### config.mk
export PLATFORM = sky130hd
export DESIGN_NAME = flat_json_object_parser_top_flat
export DESIGN_NICKNAME = d
export VERILOG_FILES = /design/src/rtl/fjop_pkg.sv /design/src/rtl/fjop_in_if.sv /design/src/rtl/fjop_out_if.sv /design/src/rtl/fjop_res_queue.sv /design/src/rtl/flat_json_object_parser_top.sv /design/src/flat_wrapper.sv
export SDC_FILE = /design/constraint.sdc
export NUM_CORES = 1
export LEC_CHECK = 0
export BUFFER_PORTS_ARGS = -buffer_cell sky130_fd_sc_hd__buf_4
export CORE_ASPECT_RATIO = 0.75
export CORE_MARGIN = 5
export CORE_UTILIZATION = 39
export CTS_CLUSTER_SIZE = 14
export DETAILED_ROUTE_END_ITERATION = 12
export SYNTH_ARGS = -nofsm -noshare
export SYNTH_HDL_FRONTEND = slang
export SYNTH_SLANG_ARGS = --single-unit
### constraint.sdc
create_clock -name clk -period 8.7 [get_ports clk]
set_input_delay 1.74 -clock clk [delete_from_list [all_inputs] [get_ports clk]]
set_output_delay 1.74 -clock clk [all_outputs]
set_load 0.01 [all_outputs]
### src/rtl/fjop_pkg.sv
`timescale 1ns / 1ps
// shared types, codes and defaults for the flat json object parser
package fjop_pkg;

  localparam int DEF_MAX_KEYS    = 16;
  localparam int DEF_KEY_BYTES   = 32;
  localparam int DEF_VALUE_BYTES = 64;

  // bytes dropped after a backslash-u escape
  localparam logic [2:0] USKIP_LEN = 3'd4;

  // result queue depth, room for two results per accepted byte
  localparam int Q_DEPTH = 4;
  localparam int Q_PTR_W = $clog2(Q_DEPTH);
  localparam int Q_CNT_W = $clog2(Q_DEPTH + 1);

  localparam logic [1:0] KIND_KEY  = 2'd0;
  localparam logic [1:0] KIND_VAL  = 2'd1;
  localparam logic [1:0] KIND_DONE = 2'd2;

  localparam logic [7:0] CH_LBRACE = 8'h7B;
  localparam logic [7:0] CH_RBRACE = 8'h7D;
  localparam logic [7:0] CH_QUOTE  = 8'h22;
  localparam logic [7:0] CH_BSLASH = 8'h5C;
  localparam logic [7:0] CH_COLON  = 8'h3A;
  localparam logic [7:0] CH_COMMA  = 8'h2C;
  localparam logic [7:0] CH_SPACE  = 8'h20;
  localparam logic [7:0] CH_TAB    = 8'h09;
  localparam logic [7:0] CH_LF     = 8'h0A;
  localparam logic [7:0] CH_CR     = 8'h0D;
  localparam logic [7:0] CH_LOW_N  = 8'h6E;
  localparam logic [7:0] CH_LOW_T  = 8'h74;
  localparam logic [7:0] CH_LOW_R  = 8'h72;
  localparam logic [7:0] CH_LOW_U  = 8'h75;

  typedef enum logic [3:0] {
    P_WAIT       = 4'd0,
    P_EXPECT_KEY = 4'd1,
    P_KEY        = 4'd2,
    P_KEY_ESC    = 4'd3,
    P_KEY_SKIP   = 4'd4,
    P_AFTER_KEY  = 4'd5,
    P_BEFORE_VAL = 4'd6,
    P_VAL        = 4'd7,
    P_VAL_ESC    = 4'd8,
    P_VAL_SKIP   = 4'd9,
    P_TOKEN      = 4'd10,
    P_AFTER_VAL  = 4'd11,
    P_DONE       = 4'd12
  } phase_t;

  typedef struct packed {
    logic [1:0] kind;
    logic [4:0] entry;
    logic [5:0] offset;
    logic [7:0] ch;
    logic       failed;
    logic       run_end;
  } res_t;

  // results produced by one accepted byte
  typedef struct packed {
    logic [1:0]      n;
    res_t [1:0]      data;
  } push_t;

  function automatic logic is_ws(logic [7:0] b);
    return (b == CH_SPACE) || (b == CH_TAB) || (b == CH_LF) || (b == CH_CR);
  endfunction

endpackage

### src/rtl/fjop_in_if.sv
`timescale 1ns / 1ps
// byte stream channel into the parser
interface fjop_in_if;
  logic       valid;
  logic       ready;
  logic [7:0] data_byte;
  logic       end_of_message;

  modport source (output valid, output data_byte, output end_of_message, input ready);
  modport sink   (input valid, input data_byte, input end_of_message, output ready);
endinterface

### src/rtl/fjop_out_if.sv
`timescale 1ns / 1ps
// result channel out of the parser
interface fjop_out_if;
  logic       valid;
  logic       ready;
  logic [1:0] kind;
  logic [4:0] entry;
  logic [5:0] offset;
  logic [7:0] ch;
  logic       failed;
  logic       run_end;

  modport source (output valid, output kind, output entry, output offset, output ch,
                  output failed, output run_end, input ready);
  modport sink   (input valid, input kind, input entry, input offset, input ch,
                  input failed, input run_end, output ready);
endinterface

### src/rtl/fjop_res_queue.sv
`timescale 1ns / 1ps
// small result queue: up to two pushes and one pop per cycle
module fjop_res_queue
  import fjop_pkg::*;
(
  input  logic  clk,
  input  logic  rst,
  input  push_t push,
  input  logic  pop,
  output res_t  head,
  output logic  not_empty,
  output logic  room_two
);

  res_t                mem [Q_DEPTH];
  logic [Q_PTR_W-1:0]  wr_ptr;
  logic [Q_PTR_W-1:0]  rd_ptr;
  logic [Q_CNT_W-1:0]  count;
  logic [Q_PTR_W-1:0]  wr_ptr_inc;

  assign wr_ptr_inc = wr_ptr + Q_PTR_W'(1);
  assign head       = mem[rd_ptr];
  assign not_empty  = (count != '0);
  assign room_two   = (32'(count) + 2) <= Q_DEPTH;

  always_ff @(posedge clk) begin
    if (push.n != 2'd0) begin
      mem[wr_ptr] <= push.data[0];
    end
    if (push.n == 2'd2) begin
      mem[wr_ptr_inc] <= push.data[1];
    end
  end

  always_ff @(posedge clk) begin
    if (rst) begin
      wr_ptr <= '0;
      rd_ptr <= '0;
      count  <= '0;
    end else begin
      wr_ptr <= wr_ptr + Q_PTR_W'(push.n);
      if (pop) begin
        rd_ptr <= rd_ptr + Q_PTR_W'(1);
      end
      count <= count + Q_CNT_W'(push.n) - Q_CNT_W'(pop);
    end
  end

endmodule

### src/rtl/flat_json_object_parser_top.sv
`timescale 1ns / 1ps
// Flat JSON object parser: takes one message byte per transaction and emits key and
// value character writes (entry, offset, byte; zero terminates a string) plus a final
// status result. Each accepted byte is decoded combinationally from the parser
// phase registers and yields zero, one or two results, which go into a four-entry
// result queue; the result port drains that queue at one transaction per cycle while
// the receiver is ready. The input is ready whenever the queue has room for two
// results, so a byte can be taken every cycle as long as results are drained at
// least as fast as they are produced; a byte's results are registered in the queue.
module flat_json_object_parser_top
  import fjop_pkg::*;
#(
  parameter int MAX_KEYS    = DEF_MAX_KEYS,
  parameter int KEY_BYTES   = DEF_KEY_BYTES,
  parameter int VALUE_BYTES = DEF_VALUE_BYTES
) (
  input  logic              clk,
  input  logic              rst,
  fjop_in_if.sink           msg,
  fjop_out_if.source        res
);

  localparam int CAP_MAX = (KEY_BYTES > VALUE_BYTES) ? KEY_BYTES : VALUE_BYTES;
  localparam int OFS_W   = $clog2(CAP_MAX);
  localparam int EC_W    = $clog2(MAX_KEYS + 1);

  phase_t           phase;
  phase_t           phase_next;
  logic [EC_W-1:0]  entry_count;
  logic [EC_W-1:0]  entry_count_next;
  logic [OFS_W-1:0] char_offset;
  logic [OFS_W-1:0] char_offset_next;
  logic [2:0]       escape_skip_left;
  logic [2:0]       escape_skip_left_next;

  logic             accept;
  logic             room_two;
  logic             not_empty;
  res_t             head;
  push_t            push;

  logic [1:0]       nres;
  res_t [1:0]       slot;
  logic             fin;
  logic             do_after;
  logic [1:0]       kind_s;
  logic [31:0]      cap_s;
  logic [7:0]       ch_s;
  logic [7:0]       b;

  function automatic res_t mk(logic [1:0] k, logic [31:0] e, logic [31:0] o,
                              logic [7:0] c, logic f);
    res_t r;
    r.kind    = k;
    r.entry   = e[4:0];
    r.offset  = o[5:0];
    r.ch      = c;
    r.failed  = f;
    r.run_end = 1'b0;
    return r;
  endfunction

  assign accept    = msg.valid && msg.ready;
  assign msg.ready = room_two;
  assign b         = msg.data_byte;

  // per-byte decode
  always_comb begin
    phase_next            = phase;
    entry_count_next      = entry_count;
    char_offset_next      = char_offset;
    escape_skip_left_next = escape_skip_left;
    nres                  = 2'd0;
    slot                  = '0;
    fin                   = 1'b0;
    do_after              = 1'b0;
    kind_s                = KIND_KEY;
    cap_s                 = 32'(KEY_BYTES);
    ch_s                  = b;

    if (phase == P_DONE) begin
      if (msg.end_of_message) begin
        phase_next            = P_WAIT;
        entry_count_next      = '0;
        char_offset_next      = '0;
        escape_skip_left_next = '0;
      end
    end else begin
      if (phase == P_VAL || phase == P_VAL_ESC || phase == P_VAL_SKIP ||
          phase == P_BEFORE_VAL || phase == P_TOKEN) begin
        kind_s = KIND_VAL;
        cap_s  = 32'(VALUE_BYTES);
      end

      unique case (phase)
        P_WAIT: begin
          if (b == CH_LBRACE) begin
            phase_next = P_EXPECT_KEY;
          end else if (!is_ws(b)) begin
            slot[nres[0]] = mk(KIND_DONE, 32'(entry_count_next), 32'd0, 8'd0, 1'b1);
            nres = nres + 2'd1;
            phase_next = P_DONE;
            fin = 1'b1;
          end
        end
        P_EXPECT_KEY: begin
          if (is_ws(b)) begin
            phase_next = phase;
          end else if (b == CH_RBRACE) begin
            slot[nres[0]] = mk(KIND_DONE, 32'(entry_count_next), 32'd0, 8'd0, 1'b0);
            nres = nres + 2'd1;
            phase_next = P_DONE;
            fin = 1'b1;
          end else if (b == CH_QUOTE && 32'(entry_count) < 32'(MAX_KEYS)) begin
            char_offset_next = '0;
            phase_next = P_KEY;
          end else begin
            slot[nres[0]] = mk(KIND_DONE, 32'(entry_count_next), 32'd0, 8'd0, 1'b1);
            nres = nres + 2'd1;
            phase_next = P_DONE;
            fin = 1'b1;
          end
        end
        P_KEY, P_VAL: begin
          if (b == CH_QUOTE) begin
            slot[nres[0]] = mk(kind_s, 32'(entry_count_next), 32'(char_offset_next),
                               8'd0, 1'b0);
            nres = nres + 2'd1;
            char_offset_next = '0;
            if (kind_s == KIND_VAL) begin
              entry_count_next = entry_count_next + EC_W'(1);
              phase_next = P_AFTER_VAL;
            end else begin
              phase_next = P_AFTER_KEY;
            end
          end else if (b == CH_BSLASH) begin
            phase_next = (kind_s == KIND_VAL) ? P_VAL_ESC : P_KEY_ESC;
          end else if ((32'(char_offset_next) + 32'd1) < cap_s) begin
            slot[nres[0]] = mk(kind_s, 32'(entry_count_next), 32'(char_offset_next),
                               b, 1'b0);
            nres = nres + 2'd1;
            char_offset_next = char_offset_next + OFS_W'(1);
          end
        end
        P_KEY_ESC, P_VAL_ESC: begin
          if (b == CH_LOW_U) begin
            escape_skip_left_next = USKIP_LEN;
            phase_next = (kind_s == KIND_VAL) ? P_VAL_SKIP : P_KEY_SKIP;
          end else begin
            if (b == CH_LOW_N) begin
              ch_s = CH_LF;
            end else if (b == CH_LOW_T) begin
              ch_s = CH_TAB;
            end else if (b == CH_LOW_R) begin
              ch_s = CH_CR;
            end
            if ((32'(char_offset_next) + 32'd1) < cap_s) begin
              slot[nres[0]] = mk(kind_s, 32'(entry_count_next), 32'(char_offset_next),
                                 ch_s, 1'b0);
              nres = nres + 2'd1;
              char_offset_next = char_offset_next + OFS_W'(1);
            end
            phase_next = (kind_s == KIND_VAL) ? P_VAL : P_KEY;
          end
        end
        P_KEY_SKIP, P_VAL_SKIP: begin
          if (escape_skip_left != 3'd0) begin
            escape_skip_left_next = escape_skip_left - 3'd1;
          end
          if (escape_skip_left_next == 3'd0) begin
            phase_next = (kind_s == KIND_VAL) ? P_VAL : P_KEY;
          end
        end
        P_AFTER_KEY: begin
          if (b == CH_COLON) begin
            phase_next = P_BEFORE_VAL;
          end else if (!is_ws(b)) begin
            slot[nres[0]] = mk(KIND_DONE, 32'(entry_count_next), 32'd0, 8'd0, 1'b1);
            nres = nres + 2'd1;
            phase_next = P_DONE;
            fin = 1'b1;
          end
        end
        P_BEFORE_VAL, P_TOKEN: begin
          if (phase == P_BEFORE_VAL && is_ws(b)) begin
            phase_next = phase;
          end else if (phase == P_BEFORE_VAL && b == CH_QUOTE) begin
            char_offset_next = '0;
            phase_next = P_VAL;
          end else if (b == CH_COMMA || b == CH_RBRACE ||
                       (phase == P_TOKEN && is_ws(b))) begin
            // empty bare value right after the colon terminates at offset zero
            if (phase == P_BEFORE_VAL) begin
              char_offset_next = '0;
            end
            slot[nres[0]] = mk(KIND_VAL, 32'(entry_count_next), 32'(char_offset_next),
                               8'd0, 1'b0);
            nres = nres + 2'd1;
            char_offset_next = '0;
            entry_count_next = entry_count_next + EC_W'(1);
            do_after = 1'b1;
          end else begin
            if (phase == P_BEFORE_VAL) begin
              char_offset_next = '0;
            end
            if ((32'(char_offset_next) + 32'd1) < cap_s) begin
              slot[nres[0]] = mk(KIND_VAL, 32'(entry_count_next), 32'(char_offset_next),
                                 b, 1'b0);
              nres = nres + 2'd1;
              char_offset_next = char_offset_next + OFS_W'(1);
            end
            phase_next = P_TOKEN;
          end
        end
        P_AFTER_VAL: begin
          do_after = 1'b1;
        end
        default: begin
          slot[nres[0]] = mk(KIND_DONE, 32'(entry_count_next), 32'd0, 8'd0, 1'b1);
          nres = nres + 2'd1;
          phase_next = P_DONE;
          fin = 1'b1;
        end
      endcase

      // separator handling after a finished value
      if (do_after) begin
        if (b == CH_COMMA) begin
          phase_next = P_EXPECT_KEY;
        end else if (b == CH_RBRACE) begin
          slot[nres[0]] = mk(KIND_DONE, 32'(entry_count_next), 32'd0, 8'd0, 1'b0);
          nres = nres + 2'd1;
          phase_next = P_DONE;
          fin = 1'b1;
        end else if (is_ws(b)) begin
          phase_next = P_AFTER_VAL;
        end else begin
          slot[nres[0]] = mk(KIND_DONE, 32'(entry_count_next), 32'd0, 8'd0, 1'b1);
          nres = nres + 2'd1;
          phase_next = P_DONE;
          fin = 1'b1;
        end
      end

      // message end: a failure result unless the object closed, then the parser state resets
      if (msg.end_of_message) begin
        if (!fin) begin
          slot[nres[0]] = mk(KIND_DONE, 32'(entry_count_next), 32'd0, 8'd0, 1'b1);
          nres = nres + 2'd1;
        end
        phase_next            = P_WAIT;
        entry_count_next      = '0;
        char_offset_next      = '0;
        escape_skip_left_next = '0;
      end

      if (nres == 2'd1) begin
        slot[0].run_end = 1'b1;
      end else if (nres == 2'd2) begin
        slot[1].run_end = 1'b1;
      end
    end
  end

  always_comb begin
    push.n    = accept ? nres : 2'd0;
    push.data = slot;
  end

  always_ff @(posedge clk) begin
    if (rst) begin
      phase            <= P_WAIT;
      entry_count      <= '0;
      char_offset      <= '0;
      escape_skip_left <= '0;
    end else if (accept) begin
      phase            <= phase_next;
      entry_count      <= entry_count_next;
      char_offset      <= char_offset_next;
      escape_skip_left <= escape_skip_left_next;
    end
  end

  fjop_res_queue u_queue (
    .clk       (clk),
    .rst       (rst),
    .push      (push),
    .pop       (res.valid && res.ready),
    .head      (head),
    .not_empty (not_empty),
    .room_two  (room_two)
  );

  assign res.valid   = not_empty;
  assign res.kind    = head.kind;
  assign res.entry   = head.entry;
  assign res.offset  = head.offset;
  assign res.ch      = head.ch;
  assign res.failed  = head.failed;
  assign res.run_end = head.run_end;

endmodule

### src/flat_wrapper.sv
// flat-port wrapper written by rule: the top's interface ports become plain ports
module flat_json_object_parser_top_flat import fjop_pkg::*;
#(
  parameter int MAX_KEYS    = DEF_MAX_KEYS,
  parameter int KEY_BYTES   = DEF_KEY_BYTES,
  parameter int VALUE_BYTES = DEF_VALUE_BYTES
)
  (clk, rst, msg_valid, msg_data_byte, msg_end_of_message, msg_ready, res_valid, res_kind, res_entry, res_offset, res_ch, res_failed, res_run_end, res_ready);
  fjop_in_if msg_i ();
  fjop_out_if res_i ();
  input  logic clk;
  input  logic rst;
  input wire logic [$bits(msg_i.valid)-1:0] msg_valid;
  input wire logic [$bits(msg_i.data_byte)-1:0] msg_data_byte;
  input wire logic [$bits(msg_i.end_of_message)-1:0] msg_end_of_message;
  output wire logic [$bits(msg_i.ready)-1:0] msg_ready;
  output wire logic [$bits(res_i.valid)-1:0] res_valid;
  output wire logic [$bits(res_i.kind)-1:0] res_kind;
  output wire logic [$bits(res_i.entry)-1:0] res_entry;
  output wire logic [$bits(res_i.offset)-1:0] res_offset;
  output wire logic [$bits(res_i.ch)-1:0] res_ch;
  output wire logic [$bits(res_i.failed)-1:0] res_failed;
  output wire logic [$bits(res_i.run_end)-1:0] res_run_end;
  input wire logic [$bits(res_i.ready)-1:0] res_ready;
  assign msg_i.valid = msg_valid;
  assign msg_i.data_byte = msg_data_byte;
  assign msg_i.end_of_message = msg_end_of_message;
  assign msg_ready = msg_i.ready;
  assign res_valid = res_i.valid;
  assign res_kind = res_i.kind;
  assign res_entry = res_i.entry;
  assign res_offset = res_i.offset;
  assign res_ch = res_i.ch;
  assign res_failed = res_i.failed;
  assign res_run_end = res_i.run_end;
  assign res_i.ready = res_ready;
  flat_json_object_parser_top #(.MAX_KEYS(MAX_KEYS), .KEY_BYTES(KEY_BYTES), .VALUE_BYTES(VALUE_BYTES)) u_core (.clk(clk), .rst(rst), .msg(msg_i), .res(res_i));
endmodule
==> results of run 1 <==
[flip-flops by register name (all words and copies together), names as in the netlist, named ones only]
register / count
u_core.char_offset: 6
u_core.entry_count: 5
u_core.escape_skip_left: 3
u_core.phase: 4
u_core.u_queue.count: 3
u_core.u_queue.mem: 92
u_core.u_queue.rd_ptr: 2
u_core.u_queue.wr_ptr: 2
[cell usage after synthesis, types with 8 or more instances]
cell / instances / share of area [%]
edfxtp_1: 92 / 36
o21ai_0: 32 / 2.1
nor2_1: 126 / 6.2
dfxtp_1: 27 / 7.1
nor3_1: 18 / 1.2
mux4_2: 23 / 6.8
nor2b_1: 9 / 0.74
buf_2: 11 / 0.72
nand2_1: 52 / 2.6
a21oi_1: 48 / 3.2
nand3_1: 28 / 1.8
inv_1: 23 / 1.1
ha_1: 19 / 3.1
or3_1: 11 / 0.91
xnor2_1: 8 / 0.92
clkbuf_1: 22 / 1.1
mux2i_1: 29 / 3.8
[how the worst max path moves through the flow]
stage,slack (ns),to,start
3_3_place_gp,1.62,u_core.u_queue.mem[0][22]$_DFFE_PP_,msg_data_byte[0]
6_report,1.80,u_core.u_queue.mem[0][15]$_SDFFCE_PP0P_,msg_data_byte[0]
2_1_floorplan,0.76,u_core.u_queue.mem[1][0]$_DFFE_PP_,msg_data_byte[5]
3_5_place_dp,1.46,u_core.u_queue.mem[0][15]$_SDFFCE_PP0P_,msg_data_byte[0]
4_1_cts,1.86,u_core.u_queue.mem[0][15]$_SDFFCE_PP0P_,msg_data_byte[0]
5_1_grt,1.54,u_core.u_queue.mem[0][15]$_SDFFCE_PP0P_,msg_data_byte[0]
[layout make-up]
type	instances	area, sq um
Inverter	24	90.1
Clock inverter	15	176
Tap cell	253	317
Clock buffer	17	425
Fill cell	1829	10600
Sequential cell	119	3300
Multi-Input combinational cell	568	3990
Timing Repair Buffer	51	383
[where the power goes]
| group | internal, mW | leakage (nW) | switching (mW) | total [mW] |
|---|---|---|---|---|
| Combinational | 0.338 | 1.73 | 0.450 | 0.788 |
| Clock | 0.451 | 0.290 | 0.266 | 0.716 |
| Sequential | 0.734 | 1.07 | 0.0649 | 0.799 |
[per-layer routing]
metal | GRT usage [%] | part of all wire, %
met5 | 0 | 0
met4 | 3.73 | 0.59
met3 | 5.26 | 7.5
met2 | 26.7 | 41
met1 | 29.1 | 51
[stage by stage]
stage	setup WS (ns)	power (mW)	utilization, %	hold WS, ns
final	1.80	2.30	45.1	0.483
after global routing	1.54	2.42	45.1	0.506
after CTS	1.86	2.31	45.1	0.482
after detailed placement	1.46	1.59	42.0	0.473
after global placement	1.62	1.59	42.0	0.469
after floorplan	0.764	1.32	-	0.449
[critical path, delay by kind of cell]
family | cells | cell delay [ns]
buffers and inverters | 4 | 0.95
AO/OA/AOI/OAI | 8 | 2.22
AND/OR/NAND/NOR | 6 | 1.37
adder cells (fa/ha/maj) | 2 | 0.72
[kinds of logic (layout without fill, tap and decap cells)]
group | after synthesis | count (layout) | synth area share (%)
XOR/XNOR | 13 | 13 | 1.50
adder cells (fa/ha/maj) | 20 | 20 | 3.39
buffers and inverters | 70 | 107 | 4.25
multiplexers | 56 | 56 | 11.2
AND/OR/NAND/NOR | 306 | 306 | 19.7
AO/OA/AOI/OAI | 173 | 173 | 16.5
flip-flops | 119 | 119 | 43.5
==> results.yml, run 1 <==
sta:
  rsz0062_at_grt: "false"
  min_period_ns: 6.90
  tns_ns: 0
  finalHoldViolations: 0
  finClkSkew_ns: 0.0121
  max_slew.worst_pin.slew_ns: 0.877
  slew_viol_final: 0
  max_slew_margin_pct: 40.7
  fmax_ghz: 0.145
  setup_viol: 0
  period_share_pct: 79.3
cts:
  cts_max_level: 4
  cts_resized: 0
  cts_setup_buffers: 0
  clk_path_buf_depth: 2
  clock_sinks: 119
  cts_tree: "done"
  hold_buffers: 0
  clkSlewWorstSetupHoldPaths_ns: 0.06
  clockRootBuffer: "clkbuf_16"
  worstSkewPairLatency_ns: 0.42
  cts_inserted_buffers: 17
global_routing:
  grtUsageTotal_pct: 19.0
  grt_pass1_wl_mm: 32.7
  grt_max_degree: 30
  antenna_found_initial: 0
  grt-ovfl-total: 0
  first_global_vias: 5621
placement:
  hpwlAfterDp_mm: 14.8
  dp.cells: 1015
  placed_cell_area_sq_um: 8090
  io_buffers: 37
  place.gp.congestion: 0.914
synthesis:
  syn_area_per_cell_sq_um: 10.0
  async_reset_ff_share_pct: 0
  syn-cell-area_sq_um: 7600
  ys_types: 80
  syn-instance-count: 757
  synth-seq-area-share_pct: 43.5
  ys.flop_type: "edfxtp_1"
  synth_edf_count: 92
  syn-num-nets: 790
  synth-seq-cells: 119
  ys_warn_count: 0
cells_and_area:
  layout_common_cells: "126 x nor2_1, 92 x edfxtp_1, 52 x nand2_1"
  final_common_cell: "nor2_1"
  final_area_sq_um: 8690
  fin_cells: 1047
  diodes: 0
  layout.nets: 814
  drive_gt1_share_pct: 17.3
  syn_to_final_growth_pct: 14.3
min_path:
  whs_endpoint: "u_core.escape_skip_left[2]$_SDFFE_PP0P_"
  hp-start: "u_core.escape_skip_left[2]$_SDFFE_PP0P_"
  hold_path_class: "flip-flop to flip-flop"
  hold_depth: 2
detailed_routing:
  post_drt_via_cell_ratio: 5.75
  drc: 0
  ant_nets: 0
  first_pass_iters: 5
  drt_wl_total_mm: 20.8
  first_iter_violations: 728
  num_vias: 6020
  wl_per_cell_um: 19.9
die:
  die_y_um: 131
  core_sq_um: 19300
  die_w_um: 171
  pin_count: 38
  initial_core_util_pct: 39.4
  fp.dieArea_sq_um: 22400
  rows: 44
setup_path:
  required_ns: 8.81
  critPathArrivalTime_ns: 7.01
  crit_slowest_cell: "a41oi_1"
  cpMostUsedCell: "buf_4"
  crit_chain: "buf_4, or3_4, a211o_1, a21oi_2, a21oi_2, nor4_4, nand2_1, ha_1, nor3_1, a21boi_0, a41oi_1, o21ai_4, nand2_4, inv_1, ha_1, nand4_1, o32ai_4, buf_4, o21bai_2, buf_4"
  start_kind: "primary input"
  critPathCaptureType: "flip-flop"
  r2r_start: "u_core.phase[1]$_SDFFE_PP0P_"
  worstRegToRegCells: 22
  rr_endpoint: "u_core.u_queue.mem[0][15]$_SDFFCE_PP0P_"
  path_max_fanout: 24
  reg2reg_slack_ns: 1.95
  worstSetupPathType: "primary input to flip-flop"
  slowest_delay_ns: 0.45
power_and_ir_drop:
  leakagePower_nw: 3.09
  power.density_nw_per_um2: 265
  vdd_ir_drop_max_mv: 0.121
run:
  drv_cap: 0
outcome:
  status: "finished clean"
No activity file was read; power rests on OpenSTA's default activity.
==> run 2: changes to the inputs <==
clock period = 6.4 ns   (was 8.7 ns; I/O delays follow)
==> results.yml, run 2 (synthesized netlist as in run 1, its figures left out) <==
cells_and_area:
  fill_cells: 1824
  layout_common_cells: "126 x nor2_1, 92 x edfxtp_1, 68 x buf_4"
  final_area_sq_um: 8860
  top_register: "u_core.u_queue.mem"
  largest_reg_flops: 92
  top_regs: "u_core.u_queue.mem: 92 flops, u_core.char_offset: 6 flops, u_core.entry_count: 5 flops"
  syn_to_final_growth_pct: 16.6
  fin_cells: 1065
  diodes: 0
  drive_gt1_share_pct: 19.1
  seqCellArea_sq_um: 3300
  layout.nets: 832
  final_common_cell: "nor2_1"
  multi_input_area_sq_um: 4010
global_routing:
  grt_max_degree: 30
  antenna_found_initial: 0
  first_global_vias: 5920
  grt-ovfl-total: 0
  grtUsageTotal_pct: 19.3
  grt_pass1_wl_mm: 33.5
detailed_routing:
  first_pass_iters: 7
  num_vias: 6248
  drt_wl_total_mm: 21.2
  post_drt_via_cell_ratio: 5.87
  wl_per_cell_um: 19.9
  drc: 0
  first_iter_violations: 820
  ant_nets: 0
min_path:
  hold_path_class: "flip-flop to flip-flop"
cts:
  worstSkewPairLatency_ns: 0.42
  cts_tree: "done"
  clkSlewWorstSetupHoldPaths_ns: 0.06
  clockRootBuffer: "clkbuf_16"
  clock_sinks: 119
  cts_max_level: 4
  hold_buffers: 0
  cts_setup_buffers: 0
  cts_resized: 0
  clk_path_buf_depth: 2
  cts_inserted_buffers: 17
sta:
  setup_viol: 0
  tns_ns: 0
  slew_viol_final: 0
  period_share_pct: 91.9
  fmax_ghz: 0.170
  rsz0062_at_grt: "false"
  max_slew.worst_pin.slew_ns: 0.890
  max_slew_margin_pct: 40.2
  min_period_ns: 5.88
  finClkSkew_ns: 0.0176
  finalHoldViolations: 0
setup_path:
  worstSetupPathType: "primary input to flip-flop"
  path_max_fanout: 8
  required_ns: 6.69
  critPathCaptureType: "flip-flop"
  start_kind: "primary input"
  critPathArrivalTime_ns: 6.17
power_and_ir_drop:
  power_mw: 3.19
  vdd_ir_drop_max_mv: 0.206
  leakagePower_nw: 3.19
  power.density_nw_per_um2: 360
die:
  rows: 44
  die_y_um: 131
  pin_count: 38
  initial_core_util_pct: 39.4
  die_w_um: 171
  fp.dieArea_sq_um: 22400
  core_sq_um: 19300
outcome:
  status: "finished clean"
placement:
  io_buffers: 37
  hpwlAfterDp_mm: 14.6
  place.gp.congestion: 0.920
  dp.cells: 1033
  placed_cell_area_sq_um: 8250
run:
  drv_cap: 0
[run 2: cell count changes in the layout (fill, tap and decap cells not counted)]
cell and change:
buf_12 +1, buf_4 +17, clkinv_2 -3, clkinvlp_4 -1, inv_6 +4, nor3_2 -1, nor3_4 +1, nor4_2 -1
nor4_4 +1
[run 2: where the power goes]
| part | total [mW] | internal (mW) | leakage (nW) | switching, mW |
|---|---|---|---|---|
| clock | 1.00 | 0.621 | 0.296 | 0.381 |
| combinational | 1.11 | 0.480 | 1.83 | 0.627 |
| sequential | 1.08 | 0.997 | 1.07 | 0.0846 |
[run 2: layout make-up]
type                            instances  share of cell area (%)
Multi-Input combinational cell        568                    45.2
Tap cell                              253                    3.57
Inverter                               24                    1.02
Clock buffer                           17                    4.80
Timing Repair Buffer                   69                    5.98
Clock inverter                         15                    2.13
Sequential cell                       119                    37.3
[run 2: layer usage]
layer | vias up | global-route usage (%) | part of all wire [%]
met5 | - | 0 | 0
li1 | 2932 | - | -
met2 | 252 | 27.4 | 42
met4 | 0 | 4.24 | 1.3
met3 | 20 | 5.08 | 7.9
met1 | 3044 | 29.5 | 49
[run 2: final timing paths]
check	start	to	slack, ns	cells past startpoint
worst max-delay path	msg_data_byte[4]	u_core.u_queue.count[2]$_SDFF_PP0_	0.52	23
worst min-delay path	u_core.escape_skip_left[2]$_SDFFE_PP0P_	u_core.escape_skip_left[2]$_SDFFE_PP0P_	0.48	2
worst max register to register	u_core.phase[2]$_SDFFE_PP0P_	u_core.u_queue.count[2]$_SDFF_PP0_	0.79	25
worst min register to register	u_core.escape_skip_left[2]$_SDFFE_PP0P_	u_core.escape_skip_left[2]$_SDFFE_PP0P_	0.48	2
[run 2: through the flow]
| step | setup slack, ns | hold slack (ns) | utilization, % |
|---|---|---|---|
| after detailed placement | 0.165 | 0.473 | 42.8 |
| after global routing | 0.213 | 0.549 | 46.0 |
| after floorplan | 0.129 | 0.449 | - |
| final | 0.520 | 0.485 | 46.0 |
| after CTS | 0.587 | 0.489 | 46.0 |
| after global placement | 0.292 | 0.470 | 42.8 |
[run 2: critical path, stage by stage]
cell and delay [ns]:
buf_4 0.14, or3_4 0.41, or3_1 0.43, o21ai_4 0.19, a21oi_2 0.10, nor4_4 0.34, nand2_1 0.13, ha_1 0.29
nor3_1 0.06, a21boi_0 0.14, a41oi_1 0.47, o21ai_4 0.16, nand2_4 0.10, inv_1 0.04, ha_1 0.38, nand2_1 0.07
mux2_2 0.30, and2_1 0.16, ha_1 0.26, inv_1 0.05, fa_1 0.42, xnor2_1 0.17, nor2_1 0.05
==> run 3: changes to the inputs <==
CELL_PAD_IN_SITES_DETAIL_PLACEMENT = 0   (was unset)
CELL_PAD_IN_SITES_GLOBAL_PLACEMENT = 1   (was unset)
PLACE_DENSITY_LB_ADDON = 0.1   (was unset)
==> results.yml, run 3 (synthesized netlist as in run 1, its figures left out) <==
outcome:
  status: "finished clean"
placement:
  io_buffers: 37
  place.gp.congestion: 0.889
  dp_slack_ns: 0.290
  dp.cells: 1031
  hpwlAfterDp_mm: 15.7
cts:
  clock_sinks: 119
  clkSlewWorstSetupHoldPaths_ns: 0.07
  worstSkewPairLatency_ns: 0.42
  clockRootBuffer: "clkbuf_16"
  hold_buffers: 0
  cts_inserted_buffers: 17
  cts_setup_buffers: 0
  cts_tree: "done"
  cts_max_level: 4
  clk_path_buf_depth: 2
  cts_resized: 0
sta:
  period_share_pct: 89.6
  slew_viol_final: 0
  finalWorstSetupSlack_ns: 0.667
  fmax_ghz: 0.174
  rsz0062_at_grt: "false"
  max_slew.worst_pin.slew_ns: 1.12
  min_period_ns: 5.73
  max_slew_margin_pct: 25.2
  setup_viol: 0
  tns_ns: 0
  finalHoldViolations: 0
  finClkSkew_ns: 0.0147
cells_and_area:
  top_register: "u_core.u_queue.mem"
  largest_reg_flops: 92
  fill_cells: 1842
  layout.nets: 830
  drive_gt1_share_pct: 18.6
  syn_to_final_growth_pct: 15.8
  diodes: 0
  top_regs: "u_core.u_queue.mem: 92 flops, u_core.char_offset: 6 flops, u_core.entry_count: 5 flops"
  final_common_cell: "nor2_1"
  layout_common_cells: "126 x nor2_1, 92 x edfxtp_1, 66 x buf_4"
  fin_cells: 1063
global_routing:
  antenna_found_initial: 0
  grtUsageTotal_pct: 20.3
  first_global_vias: 5999
  grt_max_degree: 30
  grt_pass1_wl_mm: 34.5
  grt-ovfl-total: 0
detailed_routing:
  drc: 0
  wl_per_cell_um: 21.0
  first_iter_violations: 474
  ant_nets: 0
  drt_wl_total_mm: 22.3
  post_drt_via_cell_ratio: 5.80
  first_pass_iters: 5
  num_vias: 6166
die:
  rows: 44
  die_y_um: 131
  pin_count: 38
  initial_core_util_pct: 39.4
  core_sq_um: 19300
  die_w_um: 171
  fp.dieArea_sq_um: 22400
power_and_ir_drop:
  power_mw: 3.13
  vdd_ir_drop_max_mv: 0.207
  power.density_nw_per_um2: 356
  leakagePower_nw: 3.16
setup_path:
  critPathArrivalTime_ns: 6.03
  path_max_fanout: 15
  worstSetupPathType: "primary input to flip-flop"
  critPathCaptureType: "flip-flop"
  start_kind: "primary input"
  required_ns: 6.70
run:
  drv_cap: 0
min_path:
  hold_path_class: "flip-flop to flip-flop"
[run 3: changes by cell type in the layout (fill, tap and decap cells not counted)]
cell,change
clkinvlp_4,+1
dfxtp_2,-1
dfxtp_1,+1
clkinv_4,-1
inv_6,+1
bufinv_16,-2
buf_4,-2
clkinv_1,+1
[run 3: metal layers]
metal | vias up | track usage [%] | part of all wire (%)
met5 | - | 0 | 0
met4 | 0 | 4.56 | 0.99
li1 | 2927 | - | -
met1 | 3048 | 30.3 | 49
met3 | 13 | 3.70 | 5.8
met2 | 178 | 30.9 | 45
[run 3: layout make-up]
type / count / area (sq um) / area share [%]
multi-input cells: 568 / 4010 / 45.6
flip-flops and latches: 119 / 3300 / 37.5
repair buffers: 67 / 515 / 5.86
clock buffers: 17 / 425 / 4.83
well taps: 253 / 317 / 3.60
clock inverters: 15 / 140 / 1.59
inverters: 24 / 90.1 / 1.02
[run 3: worst max-delay path: stages]
cell	delay, ns
buf_4	0.18
and3b_1	0.25
nand4_1	0.24
nand3_1	0.14
a221oi_1	0.77
nor4_4	0.08
nand2_1	0.13
ha_1	0.24
nor3_1	0.32
o21ai_0	0.21
and3_1	0.25
nand3_1	0.20
nand2_4	0.06
inv_1	0.06
ha_1	0.14
nand2_1	0.05
mux2_2	0.31
and2_1	0.17
ha_1	0.27
inv_1	0.05
fa_1	0.43
xnor2_1	0.16
nor2_1	0.05
[run 3: metrics by stage]
| step | utilization, % | area (sq um) | hold slack (ns) |
|---|---|---|---|
| after detailed placement | 42.7 | 8230 | 0.472 |
| after global routing | 45.7 | 8800 | 0.505 |
| final | 45.7 | 8800 | 0.484 |
| after CTS | 45.7 | 8800 | 0.483 |
| after global placement | 42.7 | 8230 | 0.464 |
| after floorplan | - | 7620 | 0.449 |
[run 3: final timing paths]
path	from	endpoint	slack (ns)	cells past startpoint
max	msg_data_byte[1]	u_core.u_queue.count[2]$_SDFF_PP0_	0.67	23
min	u_core.escape_skip_left[2]$_SDFFE_PP0P_	u_core.escape_skip_left[2]$_SDFFE_PP0P_	0.48	2
max reg2reg	u_core.phase[1]$_SDFFE_PP0P_	u_core.u_queue.count[2]$_SDFF_PP0_	0.83	26
min reg2reg	u_core.escape_skip_left[2]$_SDFFE_PP0P_	u_core.escape_skip_left[2]$_SDFFE_PP0P_	0.48	2
[run 3: where the power goes]
group | switching (mW) | leakage, nW | total (mW) | internal, mW
logic | 0.662 | 1.82 | 1.15 | 0.486
registers | 0.0522 | 1.07 | 1.05 | 0.996
clock network | 0.392 | 0.270 | 0.934 | 0.542
